<file path="src/rtl/wma_pkg.sv">
`timescale 1ns / 1ps
// ----------------------------------------------------------------------------
// wma_pkg
// Shared defaults for the windowed moving average block.
// ----------------------------------------------------------------------------
package wma_pkg;

  // default window depth in entries
  localparam int unsigned WMA_CAPACITY    = 16;
  // default sample width, signed q8.8
  localparam int unsigned WMA_SAMPLE_BITS = 16;

endpackage

</file>
<file path="src/rtl/wma_ram.sv">
`timescale 1ns / 1ps
// ----------------------------------------------------------------------------
// wma_ram
// Generic single-write, single-read RAM with a registered read port.
// ----------------------------------------------------------------------------
module wma_ram #(
  parameter int unsigned WIDTH = 16,
  parameter int unsigned DEPTH = 16
) (
  input  logic                     clk_i,
  input  logic                     we_i,
  input  logic [$clog2(DEPTH)-1:0] waddr_i,
  input  logic [WIDTH-1:0]         wdata_i,
  input  logic [$clog2(DEPTH)-1:0] raddr_i,
  output logic [WIDTH-1:0]         rdata_o
);

  logic [WIDTH-1:0] mem [DEPTH];
  logic [WIDTH-1:0] rdata_q;

  always_ff @(posedge clk_i) begin
    if (we_i) begin
      mem[waddr_i] <= wdata_i;
    end
    rdata_q <= mem[raddr_i];
  end

  assign rdata_o = rdata_q;

endmodule

</file>
<file path="src/rtl/windowed_moving_average.sv">
`timescale 1ns / 1ps
// ----------------------------------------------------------------------------
// windowed_moving_average
// Simple moving average over a ring of the last CAPACITY samples.
// ----------------------------------------------------------------------------
//  channel  | handshake              | payload
//  ---------+------------------------+--------------------------------------
//  input    | in_valid_i, in_ready_o | sample_i
//  output   | out_valid_o, out_ready_i | average_o, filled_count_o,
//           |                        | average_valid_o
//
// A new sample is taken only once the last result is handed off: the ring
// read, the sum update and write-back, the bit-serial restoring divider,
// then the hand-off of the result.
// The output register lets a new sample be taken while a result waits.
// Reset clears pointer, full flag, running sum and all handshake state; the
// ring itself is not cleared, an entry is only read after it was written.
// ----------------------------------------------------------------------------
module windowed_moving_average
  import wma_pkg::*;
#(
  parameter int unsigned CAPACITY    = WMA_CAPACITY,
  parameter int unsigned SAMPLE_BITS = WMA_SAMPLE_BITS
) (
  input  logic                              clk_i,
  input  logic                              rst_ni,
  input  logic                              in_valid_i,
  output logic                              in_ready_o,
  input  logic signed [SAMPLE_BITS-1:0]     sample_i,
  output logic                              out_valid_o,
  input  logic                              out_ready_i,
  output logic signed [SAMPLE_BITS-1:0]     average_o,
  output logic [$clog2(CAPACITY+1)-1:0]     filled_count_o,
  output logic                              average_valid_o
);

  localparam int unsigned PTR_BITS   = $clog2(CAPACITY);
  localparam int unsigned COUNT_BITS = $clog2(CAPACITY + 1);
  localparam int unsigned SUM_BITS   = SAMPLE_BITS + PTR_BITS + 1;
  localparam int unsigned STEP_BITS  = $clog2(SUM_BITS + 1);

  localparam logic [PTR_BITS-1:0]   PTR_LAST  = PTR_BITS'(CAPACITY - 1);
  localparam logic [COUNT_BITS-1:0] COUNT_MAX = COUNT_BITS'(CAPACITY);
  localparam logic [STEP_BITS-1:0]  STEP_ALL  = STEP_BITS'(SUM_BITS);

  localparam logic [1:0] ST_IDLE = 2'd0;
  localparam logic [1:0] ST_READ = 2'd1;
  localparam logic [1:0] ST_DIV  = 2'd2;
  localparam logic [1:0] ST_FIN  = 2'd3;

  logic [1:0] state_q, state_d;
  logic [PTR_BITS-1:0] ptr_q, ptr_d;
  logic full_q, full_d;
  logic signed [SUM_BITS-1:0] sum_q, sum_d;

  logic signed [SAMPLE_BITS-1:0] sample_q;
  logic signed [SAMPLE_BITS-1:0] old_sample;
  logic ram_we;

  // divider state
  logic [COUNT_BITS-1:0] count_q, count_d;
  logic [COUNT_BITS-1:0] rem_q, rem_d;
  logic [SUM_BITS-1:0]   quot_q, quot_d;
  logic                  neg_q, neg_d;
  logic [STEP_BITS-1:0]  step_q, step_d;

  logic [COUNT_BITS:0]   rem_shift;
  logic [COUNT_BITS:0]   rem_sub;
  logic                  rem_ge;

  logic signed [SUM_BITS-1:0] sum_upd;
  logic [PTR_BITS-1:0]        ptr_next;
  logic                       wrap;
  logic [SAMPLE_BITS-1:0]     quot_lo;

  logic out_valid_q, out_valid_d;
  logic out_load;
  logic signed [SAMPLE_BITS-1:0] avg_q;
  logic [COUNT_BITS-1:0] cnt_out_q;

  wma_ram #(
    .WIDTH(SAMPLE_BITS),
    .DEPTH(CAPACITY)
  ) u_ram (
    .clk_i  (clk_i),
    .we_i   (ram_we),
    .waddr_i(ptr_q),
    .wdata_i(sample_q),
    .raddr_i(ptr_q),
    .rdata_o(old_sample)
  );

  assign in_ready_o = (state_q == ST_IDLE);
  assign ram_we     = (state_q == ST_READ);

  // running sum update for the sample held in sample_q
  assign wrap     = (ptr_q == PTR_LAST);
  assign ptr_next = wrap ? '0 : ptr_q + PTR_BITS'(1);
  assign sum_upd  = sum_q + SUM_BITS'(sample_q)
                    - (full_q ? SUM_BITS'(old_sample) : '0);

  assign rem_shift = {rem_q, quot_q[SUM_BITS-1]};
  assign rem_ge    = (rem_shift >= {1'b0, count_q});
  assign rem_sub   = rem_shift - {1'b0, count_q};
  assign quot_lo   = quot_q[SAMPLE_BITS-1:0];

  assign out_load = (state_q == ST_FIN) && (!out_valid_q || out_ready_i);

  always_comb begin
    state_d = state_q;
    ptr_d   = ptr_q;
    full_d  = full_q;
    sum_d   = sum_q;
    count_d = count_q;
    rem_d   = rem_q;
    quot_d  = quot_q;
    neg_d   = neg_q;
    step_d  = step_q;
    case (state_q)
      ST_IDLE: begin
        if (in_valid_i) begin
          state_d = ST_READ;
        end
      end
      ST_READ: begin
        sum_d   = sum_upd;
        ptr_d   = ptr_next;
        full_d  = full_q | wrap;
        count_d = (full_q | wrap) ? COUNT_MAX : COUNT_BITS'(ptr_next);
        neg_d   = sum_upd[SUM_BITS-1];
        quot_d  = sum_upd[SUM_BITS-1] ? SUM_BITS'(-sum_upd) : SUM_BITS'(sum_upd);
        rem_d   = '0;
        step_d  = STEP_ALL;
        state_d = ST_DIV;
      end
      ST_DIV: begin
        rem_d  = rem_ge ? rem_sub[COUNT_BITS-1:0] : rem_shift[COUNT_BITS-1:0];
        quot_d = {quot_q[SUM_BITS-2:0], rem_ge};
        step_d = step_q - STEP_BITS'(1);
        if (step_q == STEP_BITS'(1)) begin
          state_d = ST_FIN;
        end
      end
      ST_FIN: begin
        if (out_load) begin
          state_d = ST_IDLE;
        end
      end
      default: begin
        state_d = ST_IDLE;
      end
    endcase
  end

  always_comb begin
    out_valid_d = out_valid_q;
    if (out_load) begin
      out_valid_d = 1'b1;
    end else if (out_ready_i) begin
      out_valid_d = 1'b0;
    end
  end

  always_ff @(posedge clk_i or negedge rst_ni) begin
    if (!rst_ni) begin
      state_q     <= ST_IDLE;
      ptr_q       <= '0;
      full_q      <= 1'b0;
      sum_q       <= '0;
      out_valid_q <= 1'b0;
    end else begin
      state_q     <= state_d;
      ptr_q       <= ptr_d;
      full_q      <= full_d;
      sum_q       <= sum_d;
      out_valid_q <= out_valid_d;
    end
  end

  always_ff @(posedge clk_i) begin
    if (in_valid_i && in_ready_o) begin
      sample_q <= sample_i;
    end
    count_q <= count_d;
    rem_q   <= rem_d;
    quot_q  <= quot_d;
    neg_q   <= neg_d;
    step_q  <= step_d;
    if (out_load) begin
      avg_q     <= neg_q ? -$signed(quot_lo) : $signed(quot_lo);
      cnt_out_q <= count_q;
    end
  end

  assign out_valid_o     = out_valid_q;
  assign average_o       = avg_q;
  assign filled_count_o  = cnt_out_q;
  assign average_valid_o = out_valid_q;

`ifndef ASSERT_OFF
  // a transfer in always starts the ring read
  a_accept_reads: assert property (@(posedge clk_i) disable iff (!rst_ni)
    in_valid_i && in_ready_o |=> state_q == ST_READ)
    else $error("accepted sample did not start a ring read");

  // once the window has wrapped it stays full
  a_full_sticky: assert property (@(posedge clk_i) disable iff (!rst_ni)
    full_q |=> full_q)
    else $error("window full flag dropped");

  // remainder stays below the divisor during division
  a_rem_bound: assert property (@(posedge clk_i) disable iff (!rst_ni)
    state_q == ST_DIV |-> rem_q < count_q)
    else $error("divider remainder out of range");

  // a shown result always counts at least one and at most all entries
  a_count_range: assert property (@(posedge clk_i) disable iff (!rst_ni)
    out_valid_o |-> filled_count_o != '0 && filled_count_o <= COUNT_MAX)
    else $error("filled count out of range");
`endif

endmodule

</file>
<file path="config.mk">
export PLATFORM = sky130hd
export DESIGN_NAME = windowed_moving_average
export DESIGN_NICKNAME = d
export VERILOG_FILES = /design/src/rtl/wma_pkg.sv /design/src/rtl/wma_ram.sv /design/src/rtl/windowed_moving_average.sv
export SDC_FILE = /design/constraint.sdc
export NUM_CORES = 1
export LEC_CHECK = 0
export BUFFER_PORTS_ARGS = -buffer_cell sky130_fd_sc_hd__buf_2
export CAP_MARGIN = 20
export CORE_MARGIN = 5
export CORE_UTILIZATION = 40
export CTS_CLUSTER_DIAMETER = 200
export DETAILED_ROUTE_END_ITERATION = 8
export PLACE_DENSITY = 0.6
export SETUP_SLACK_MARGIN = 0.15
export SYNTH_ARGS = -nofsm -noshare
export SYNTH_HDL_FRONTEND = slang
export SYNTH_SLANG_ARGS = --single-unit
</file>
<file path="constraint.sdc">
create_clock -name clk_i -period 6.13 [get_ports clk_i]
set_input_delay 0 -clock clk_i [delete_from_list [all_inputs] [get_ports clk_i]]
set_output_delay 0 -clock clk_i [all_outputs]
set_load 0.005 [all_outputs]
</file>
Yosys cells after proc, flatten, opt, wreduce, memory -nomap -nowiden
Memory sizes are Yosys's and may differ from the RTL's. A register that Yosys moved wholly into a read port is not among the register bits.
Index checks and enable logic that the tools add are counted.
Cells by class
  equal/unequal tests: 8
  bitwise gates (word level): 1
  divide/modulo/power cells: 0
  multiplexer cells: 17
  multiply operators: 0
  $add $sub $neg: 7
  shifts and indexed selects: 0
  reductions and logical operators: 8
  magnitude comparators: 1
Operator list (count)
  21-bit two-way mux: 2
  21-bit one-hot mux with 2 select lines: 1
  21-bit adder: 1
  21-bit negator: 1
  21-bit subtractor: 1
  5-bit one-hot mux with 2 select lines: 2
  16-bit two-way mux: 1
  16-bit negator: 1
  5-bit two-way mux: 2
  2-bit one-hot mux with 4 select lines: 1
  6-bit by 5-bit >= comparator with 1-bit output: 1
  2-bit two-way mux: 3
  2-bit inequality test (second input constant): 3
  5-bit by 1-bit equality test with 1-bit output (second input constant): 1
  5-bit by 1-bit subtractor with 5-bit output (second input constant): 1
  5-bit subtractor: 1
  4-bit by 1-bit adder with 4-bit output (second input constant): 1
  2-bit equality test (second input constant): 2
  4-bit equality test (second input constant): 1
  1-bit two-way mux: 4
  4-bit two-way mux: 1
  2-bit nonzero test: 2
  3-bit AND reduction: 1
  2-bit by 1-bit equality test with 1-bit output (second input constant): 1
  other kinds (5): 6
Storage, ports and cells
  memory bits (read-only): 0
  memories: 1
  logic and storage cells: 57
  memory bits (writable): 256
  latch bits: 0
  bits of input ports: 20
  bits in registers: 103
  output and inout bits: 24
Memory list
  u_ram.mem: depth 16, bits a word 16, read ports 1, clocked after Yosys merged registers in 1, wr ports 1, RTL line wma_ram.sv:18  | logic [WIDTH-1:0] mem [DEPTH];

Longest topological paths before layout
Gate-level depths: netlist of run 1.
  word-level depth: 5
  gate-level depth with buffers: 17
  gate-level depth less buffers: 16

Hierarchy
From an unflattened synthesis of run 1, not the netlist that was laid out.
Unflattened totals
  cell total of the unflattened synthesis: 1116
  area total of the unflattened synthesis: 16997.6 µm²
Modules (own cells, without submodules)
  wma_ram: cells an instance 432, seq. area each 8007.7 µm², area an instance 10043.4 µm², instances 1
  windowed_moving_average: cells an instance 684, seq. area each 2947.8 µm², area an instance 6954.2 µm², instances 1

Worst setup path after synthesis of run 1
No wires, ideal clock.
  path kind: flip-flop to flip-flop
  start: register full_q
  end: register quot_q[19], data pin
  required time: 5956 ps
  path slack: 1958 ps
  arrival time: 3998 ps
  period minus slack after synthesis: 4172 ps
  stages on the path, launching flop included: 16
  path through: dfrtp_1 clkbuf_1 clkbuf_1 and2_1 fa_1 inv_1 ha_1 a21oi_4 nand2_1 o21a_1 or3_4 a2111oi_4 o2111ai_2 or4_4 o21a_1 a311oi_1
On the way
  cells in the longest elaborated chain, start to end: 5
RTL lines
  start, declared: RTL line windowed_moving_average.sv:53  | logic full_q, full_d;
  start signal, assigned: RTL line windowed_moving_average.sv:174  | full_q <= full_d;
  21-bit two-way mux (*): RTL line windowed_moving_average.sv:100  | - (full_q ? SUM_BITS'(old_sample) : '0);
  21-bit subtractor (*): RTL line windowed_moving_average.sv:100
  21-bit negator: RTL line windowed_moving_average.sv:131  | quot_d = sum_upd[SUM_BITS-1] ? SUM_BITS'(-sum_upd) : SUM_BITS'(sum_upd);
  21-bit two-way mux (*): RTL line windowed_moving_average.sv:131
  21-bit one-hot mux with 2 select lines (*): RTL line windowed_moving_average.sv:119  | case (state_q)
  via quot_d[19]: RTL line windowed_moving_average.sv:63  | logic [SUM_BITS-1:0] quot_q, quot_d;
  end signal, assigned: RTL line windowed_moving_average.sv:186  | quot_q <= quot_d;
  end, declared: RTL line windowed_moving_average.sv:63
Mark *: on every way through the listed nets, which the timed path passes. The rest lies on a longest branch.
A chain may end at the register's enable or synchronous reset.

Worst setup path after layout of run 1
Ends and elaborated chain as after synthesis.

==> results of run 1 <==
[how the worst max path moves through the flow]
stage                      from         end  cells past startpoint
floorplan                full_q  quot_q[19]                     15
global placement         full_q  quot_q[19]                     13
detailed placement  sample_q[3]  quot_q[19]                     13
CTS                      full_q  quot_q[19]                     13
global route             full_q  quot_q[19]                     12
finish                   full_q  quot_q[19]                     13
[sequential cells by signal, summed over array words and instances, names as in the netlist]
| register | flops |
|---|---|
| u_ram.rdata_o | 16 |
| filled_count_o | 5 |
| state_q | 2 |
| step_q | 5 |
| ptr_q | 4 |
| sample_q | 16 |
| neg_q | 1 |
| average_o | 16 |
| quot_q | 21 |
| full_q | 1 |
| sum_q | 21 |
| rem_q | 5 |
| count_q | 5 |
| u_ram.mem | 256 |
| average_valid_o | 1 |
[per-layer routing]
metal	wire (um)	GRT usage	vias up
met5	0	0	-
met4	630	0.0365	0
met3	1750	0.0331	38
met2	17400	0.256	192
met1	16100	0.223	4516
li1	-	-	4139
[per-stage QoR]
step | hold WS [ns] | worst slack, ns | util
2_1_floorplan | -0.296 | 1.96 | -
3_3_place_gp | 0.125 | 1.57 | 0.425
3_5_place_dp | 0.136 | 1.54 | 0.425
4_1_cts | 0.116 | 1.54 | 0.463
5_1_grt | 0.150 | 1.22 | 0.463
6_report | 0.0947 | 1.47 | 0.463
[timing repair]
action                                 CTS  global route
endpoints found under the hold margin   48             0
hold buffers                            19             0
setup buffers                            0             0
[kinds of logic after synthesis]
logic type / synth area share
and+or+nand+nor: 0.0591
muxes: 0.124
adders and majority gates: 0.0533
AOI/OAI and AO/OA: 0.0550
DFF: 0.652
buffers and inverters: 0.0314
xor gates and xnor gates: 0.0250
[cells in the mapped netlist, types with 8 or more instances]
cell      number
a21o_1         8
ha_1          38
o21ai_0       36
nand2_1       43
dfxtp_1       16
inv_1         98
o211ai_1       8
nor2_1        43
dfrtp_1       29
mux2_2        17
mux4_2        80
fa_1          21
a21oi_1       32
xor2_1        12
mux2i_1        9
xnor2_1       36
nor3_1        19
edfxtp_1     330
and2_1        22
buf_1          8
clkbuf_1      29
nand2b_1      15
nand3_1       11
[cell type report]
class | instances | area, sq um | share of cell area
multi-input combinational | 538 | 5400 | 0.279
tap | 539 | 674 | 0.0349
timing repair buffer | 79 | 533 | 0.0275
clock buffer | 59 | 1220 | 0.0629
sequential | 375 | 11000 | 0.567
inverter | 100 | 375 | 0.0194
clock inverter | 17 | 189 | 0.00976
==> flow_summary.json, run 1 <==
{
  "period_needed_ns": 4.66,
  "route.detailed.drc": 0,
  "die_area_sq_um": 46200,
  "yosysSeqAreaShare": 0.652,
  "synth_cell_types": 73,
  "cts.repair.resized": 0,
  "netlist_top_cells_area": "edfxtp_1 (59%), mux4_2 (11%), dfrtp_1 (4.3%)",
  "portBuffers": 43,
  "ys_ff_latch": 375,
  "synthCells": 1052,
  "rows": 75,
  "final_cell_mix": "edfxtp_1 (330), inv_1 (98), mux4_2 (80), clkbuf_16 (44)",
  "syn-mean-instance-area_sq_um": 16.0,
  "grt_pass1_wl_mm": 56.4,
  "slew_headroom": 0.375,
  "gr-total-overflow": 0,
  "die_width_um": 215,
  "grt_use_total": 0.158,
  "clock_skew_ns": 0.0176,
  "first_pass_iters": 5,
  "first_iter_violations": 638,
  "async_flop_share": 0.0773,
  "synth_edf_count": 330,
  "layout.nets": 1214,
  "fillers": 3578,
  "antenna_found_initial": 0,
  "ioPinCount": 44,
  "hp-class": "input port to async pin",
  "wire_per_inst_um": 21.1,
  "cp-start-kind": "flop",
  "placed_area_sq_um": 17800,
  "synth.top_cell.area_share": 0.590,
  "cp-end-kind": "flop",
  "avgViaCountPerCell": 5.21,
  "clkSinkCount": 375,
  "slew_violations": 0,
  "worstSetupPathType": "flop to flop",
  "crit_chain": "and2_1, fa_1, inv_1, ha_1, o211ai_1, o211a_4, nor4_1, o21ai_0, a32oi_1, o2111ai_2, or4_4, o21a_1, a311oi_1",
  "status": "complete, no violations",
  "rsz0062_at_grt": "no",
  "yosysTopAreaCell": "edfxtp_1",
  "core_area_sq_um": 41800,
  "initial_core_util": 0.402,
  "synth_nets": 1131,
  "cts_tree": "built",
  "crit_slowest_cell": "dfrtp_1",
  "r2r_end": "quot_q[19]",
  "setup_viol_count_final": 0,
  "vias": 8885,
  "fin_setup_tns_ns": 0,
  "syn_area_sq_um": 16800,
  "synth_ff_type": "edfxtp_1",
  "critical-path-top-delay-family": "compound AO/OA/AOI/OAI gates",
  "ant_nets": 0,
  "crit_fanout": 20,
  "synth_warnings": 0,
  "clk_pin_slew_ns": 0.06,
  "finalCritPeriodShare": 0.760,
  "clock-root-buffer": "clkbuf_16",
  "drv_cap": 0,
  "tightest_slew_ns": 0.938,
  "wl_mm": 35.9,
  "grt_max_degree": 62,
  "diodes": 0,
  "ff2ff_setup_slack_ns": 1.47,
  "rr_startpoint": "full_q",
  "cts.path.max_buffers": 3,
  "crit_required_ns": 6.51,
  "finalHoldViolations": 0,
  "grt_pass1_vias": 9236,
  "hpwl_mm": 21.3,
  "crit_path_max_incr_delay_ns": 0.61,
  "h-tree-depth": 2,
  "fp.dieH_um": 215,
  "cts_inserted_buffers": 41,
  "final_common_cell": "edfxtp_1",
  "area_growth_pct": 15.2,
  "worstSkewPairLatency_ns": 0.56,
  "rr_worst_depth": 13,
  "fmax_mhz": 215,
  "cp.arrival_ns": 5.03,
  "gp_congestion": 0.829,
  "drive_gt1_frac": 0.224,
  "fin_area_sq_um": 19300,
  "crit_buf_inv": 1,
  "dp.cells": 1612,
  "layout.cells.non_filler": 1707
}
Power of run 1 is left out: the tool's default activity adds up to more than one toggle a clock period on the data nets, which glitch-free logic cannot reach.
==> run 2, diff against run 1 <==
--- a/config.mk
+++ b/config.mk
@@ -11,7 +11,7 @@
 export CORE_UTILIZATION = 40
 export CTS_CLUSTER_DIAMETER = 200
 export DETAILED_ROUTE_END_ITERATION = 8
-export PLACE_DENSITY = 0.6
+export PLACE_DENSITY = 0.62
 export SETUP_SLACK_MARGIN = 0.15
 export SYNTH_ARGS = -nofsm -noshare
 export SYNTH_HDL_FRONTEND = slang
==> constraint.sdc (replaced) <==
create_clock -name clk_i -period 4.2 [get_ports clk_i]
set_input_delay 0 -clock clk_i [delete_from_list [all_inputs] [get_ports clk_i]]
set_output_delay 0 -clock clk_i [all_outputs]
set_load 0.005 [all_outputs]
==> flow_summary.json, run 2 (synthesized netlist as in run 1, its figures left out) <==
{
  "cp-start-kind": "flop",
  "grt_max_degree": 57,
  "largest_reg_flops": 256,
  "clock_skew_ns": 0.0239,
  "crit_slowest_cell": "or4b_4",
  "diodes": 0,
  "drive_gt1_frac": 0.301,
  "antenna_found_initial": 0,
  "core_area_sq_um": 41800,
  "avgViaCountPerCell": 5.20,
  "cts.path.max_buffers": 3,
  "cts_inserted_buffers": 41,
  "drv_cap": 0,
  "crit_chain": "buf_6, and2_4, fa_1, inv_2, ha_4, a21o_1, or4b_4, and3_4, a2111oi_4, o2111ai_4, or4_4, o21a_1, a311oi_1",
  "slew_violations": 0,
  "fillers": 3477,
  "worstSetupPathDepth": 13,
  "grt_use_total": 0.155,
  "crit_path_max_incr_delay_ns": 0.52,
  "finalCritPeriodShare": 0.971,
  "gr-max-usage-layer": "met2",
  "reg_top3": "u_ram.mem: 256 flops, quot_q: 21 flops, sum_q: 21 flops",
  "clk_pin_slew_ns": 0.06,
  "placed_area_sq_um": 18100,
  "wire_per_inst_um": 20.4,
  "clkSinkCount": 375,
  "worstSkewPairLatency_ns": 0.56,
  "period_needed_ns": 4.08,
  "vias": 9211,
  "first_pass_iters": 5,
  "fmax_mhz": 245,
  "wl_mm": 36.1,
  "grtUsageMet3": 0.0249,
  "hp-class": "input port to async pin",
  "initial_core_util": 0.402,
  "use_met1": 0.212,
  "slew_headroom": 0.377,
  "clock-root-buffer": "clkbuf_16",
  "fin_area_sq_um": 20200,
  "worstSetupPathType": "flop to flop",
  "cts_tree": "built",
  "status": "complete, no violations",
  "rr_worst_depth": 13,
  "final_common_cell": "edfxtp_1",
  "grtUsageMet2": 0.260,
  "route.detailed.drc": 0,
  "ant_nets": 0,
  "grt_pass1_wl_mm": 55.5,
  "crit_buf_inv": 2,
  "h-tree-depth": 2,
  "first_iter_violations": 664,
  "regArea_sq_um": 11000,
  "final_cell_mix": "edfxtp_1 (330), inv_1 (96), mux4_2 (80), buf_4 (78), buf_2 (43)",
  "fp.dieH_um": 215,
  "area_growth_pct": 20.1,
  "rows": 75,
  "portBuffers": 43,
  "gr-total-overflow": 0,
  "largest_register": "u_ram.mem",
  "crit_required_ns": 4.55,
  "gp_congestion": 0.823,
  "cp.arrival_ns": 4.43,
  "die_width_um": 215,
  "critical-path-top-delay-family": "simple AND/OR/NAND/NOR gates",
  "multi_input_area_sq_um": 5760,
  "hpwl_mm": 23.1,
  "tightest_slew_ns": 0.935,
  "finalHoldViolations": 0,
  "ioPinCount": 44,
  "setup_viol_count_final": 0,
  "rsz0062_at_grt": "yes",
  "layout.nets": 1280,
  "die_area_sq_um": 46200,
  "cp-end-kind": "flop",
  "crit_fanout": 7,
  "grt_pass1_vias": 9382
}
[run 2: final timing paths]
kind	startpoint	to	slack, ns
setup / recovery	full_q	quot_q[19]	0.12
hold / removal	rst_ni	sum_q[7]	0.06
setup reg to reg	full_q	quot_q[19]	0.12
hold reg to reg	count_q[3]	filled_count_o[3]	0.47
max in group asynchronous	rst_ni	ptr_q[0]	3.61
min in group clk_i	sample_i[6]	sample_q[6]	0.14
[run 2: layout make-up]
| type | count | share of cell area |
|---|---|---|
| clock inverters | 13 | 0.00763 |
| flip-flops and latches | 375 | 0.543 |
| repair buffers | 145 | 0.0519 |
| well taps | 539 | 0.0334 |
| inverters | 100 | 0.0193 |
| clock buffers | 62 | 0.0588 |
| multi-input cells | 538 | 0.286 |
[run 2: per-stage QoR]
stage,util,setup WS (ns),cells,setup TNS (ns),hold slack (ns)
2_1_floorplan,-,0.168,1052,0,-0.296
3_3_place_gp,0.434,-0.0243,1663,-0.0243,0.0964
3_5_place_dp,0.434,-0.145,1663,-0.235,0.100
4_1_cts,0.476,0.154,1765,0,0.0828
5_1_grt,0.483,0.0193,1772,0,0.133
6_report,0.483,0.122,1772,0,0.0593
[run 2: worst register-to-register path, cell delays in order, from the launching register on]
cell and delay, ns:
dfrtp_2 0.44, buf_6 0.14, and2_4 0.13, fa_1 0.51
inv_2 0.05, ha_4 0.24, a21o_1 0.19, or4b_4 0.52
and3_4 0.19, a2111oi_4 0.35, o2111ai_4 0.22, or4_4 0.48
o21a_1 0.19, a311oi_1 0.23
[run 2: metal layers]
metal	routed length, um	vias up	share of wire
met4	578	0	0.016
met1	15900	4696	0.44
met2	17900	204	0.50
met3	1720	42	0.048
li1	-	4269	-
met5	0	-	0
[run 2: what timing repair did]
action                     4_1_cts  5_1_grt
gates resized for setup         29       45
setup endpoints to repair       11       18
hold buffers                    19        0
gates cloned                     0        0
hold endpoints to repair        48        0
pin swaps                       13       29
buffers inserted                 8        7
Power of run 2 is left out for the same reason.
==> run 3, diff against run 2 <==
--- a/config.mk
+++ b/config.mk
@@ -7,11 +7,14 @@
 export LEC_CHECK = 0
 export BUFFER_PORTS_ARGS = -buffer_cell sky130_fd_sc_hd__buf_2
 export CAP_MARGIN = 20
+export CELL_PAD_IN_SITES_DETAIL_PLACEMENT = 1
+export CELL_PAD_IN_SITES_GLOBAL_PLACEMENT = 2
 export CORE_MARGIN = 5
 export CORE_UTILIZATION = 40
 export CTS_CLUSTER_DIAMETER = 200
 export DETAILED_ROUTE_END_ITERATION = 8
-export PLACE_DENSITY = 0.62
+export HOLD_SLACK_MARGIN = 0.1
+export PLACE_DENSITY = 0.77
 export SETUP_SLACK_MARGIN = 0.15
 export SYNTH_ARGS = -nofsm -noshare
 export SYNTH_HDL_FRONTEND = slang
==> flow_summary.json, run 3 (synthesized netlist as in run 1, its figures left out) <==
{
  "reg_top3": "u_ram.mem: 256 flops, quot_q: 21 flops, sum_q: 21 flops",
  "first_pass_iters": 4,
  "grt_pass1_vias": 10200,
  "route.detailed.drc": 0,
  "fmax_mhz": 245,
  "post-route-util": 0.486,
  "die_width_um": 215,
  "clock_skew_ns": 0.0197,
  "wl_met1_mm": 16.5,
  "fin_hold_ws_ns": 0.141,
  "finalHoldViolations": 0,
  "slew_headroom": 0.362,
  "setup_viol_count_final": 0,
  "largest_register": "u_ram.mem",
  "avgViaCountPerCell": 5.28,
  "wire_per_inst_um": 22.0,
  "period_needed_ns": 4.08,
  "crit_buf_inv": 2,
  "grt_use_total": 0.170,
  "hpwl_mm": 25.4,
  "critical-path-top-delay-family": "compound AO/OA/AOI/OAI gates",
  "status": "complete, no violations",
  "die_area_sq_um": 46200,
  "hp-class": "input port to flop",
  "final_common_cell": "edfxtp_1",
  "gp_congestion": 0.758,
  "ff2ff_setup_slack_ns": 0.12,
  "wl_mm": 39.4,
  "crit_chain": "and2_4, fa_1, inv_2, ha_4, a211oi_4, o211a_4, buf_4, nor4_4, or3_4, a32oi_4, o2111ai_4, or4_4, o21a_1, a311oi_1",
  "layout.nets": 1298,
  "ioPinCount": 44,
  "clk_pin_slew_ns": 0.06,
  "drive_gt1_frac": 0.296,
  "wl_met2_mm": 20.6,
  "h-tree-depth": 2,
  "crit_path_max_incr_delay_ns": 0.59,
  "crit_fanout": 7,
  "worstSkewPairLatency_ns": 0.58,
  "grt_max_degree": 48,
  "layout.cells.non_filler": 1791,
  "cts_tree": "built",
  "ant_nets": 0,
  "initial_core_util": 0.402,
  "vias": 9449,
  "area_growth_pct": 20.8,
  "cp.arrival_ns": 4.46,
  "first_iter_violations": 497,
  "cp-start-kind": "flop",
  "cp-end-kind": "flop",
  "fillers": 4005,
  "top_layer": "met4",
  "slew_violations": 0,
  "gr-total-overflow": 0,
  "clkSinkCount": 375,
  "largest_reg_flops": 256,
  "antenna_found_initial": 0,
  "diodes": 0,
  "dp.cells": 1676,
  "core_area_sq_um": 41800,
  "finalCritPeriodShare": 0.972,
  "tightest_slew_ns": 0.957,
  "worstSetupPathType": "flop to flop",
  "fp.dieH_um": 215,
  "drv_cap": 0,
  "cts.path.max_buffers": 3,
  "fin_setup_tns_ns": 0,
  "portBuffers": 43,
  "crit_slowest_cell": "fa_1",
  "clock-root-buffer": "clkbuf_16",
  "rsz0062_at_grt": "yes",
  "final_cell_mix": "edfxtp_1 (330), inv_1 (95), buf_4 (93), mux4_2 (80), buf_2 (43)",
  "crit_required_ns": 4.58,
  "wl_met3_mm": 1.48,
  "grt_pass1_wl_mm": 61.2,
  "cts_inserted_buffers": 41,
  "rows": 75
}
-- run 3: cell count changes in the layout (fill, tap and decap cells not counted), moves of 3 or more --
cell,change
buf_4,+15
nor2_1,+12
nor2_2,-12
clkinv_1,+10
clkbuf_8,-6
clkbuf_1,-4
ha_4,-4
bufinv_16,+3
dlygate4sd3_1,+3
ha_1,+3
-- run 3: per-stage QoR --
step	area, sq um	worst slack, ns
floorplan	16800	0.168
global placement	18200	0.0165
detailed placement	18200	-0.0910
CTS	20100	0.151
global route	20300	-0.0132
finish	20300	0.117
-- run 3: area by class of cell --
class                   count  area (sq um)  area share
flip-flops and latches    375         11000       0.540
multi-input cells         538          5720       0.282
repair buffers            163          1200      0.0591
clock buffers              51          1060      0.0524
well taps                 539           674      0.0332
inverters                 100           375      0.0185
clock inverters            25           298      0.0147
-- run 3: path summary, 6_finish.rpt --
check	endpoint	cells past startpoint	from
max	quot_q[19]	14	full_q
min	sample_q[9]	2	sample_i[9]
max reg2reg	quot_q[19]	14	full_q
min reg2reg	filled_count_o[2]	0	count_q[2]
max in group asynchronous	ptr_q[0]	4	rst_ni
min in group asynchronous	full_q	3	rst_ni
-- run 3: repair_timing --
| item | 4_1_cts | 5_1_grt |
|---|---|---|
| setup endpoints to repair | 8 | 16 |
| hold buffers | 23 | 0 |
| gates cloned | 0 | 0 |
| setup buffers | 14 | 2 |
| hold endpoints to repair | 48 | 0 |
| gates resized for setup | 39 | 31 |
| pin swaps | 21 | 13 |
-- run 3: routing by layer --
| metal | track usage | up-vias |
|---|---|---|
| met5 | 0 | - |
| met4 | 0.0423 | 0 |
| met3 | 0.0301 | 53 |
| met2 | 0.304 | 146 |
| met1 | 0.217 | 4941 |
| li1 | - | 4309 |
Power of run 3 is left out for the same reason.
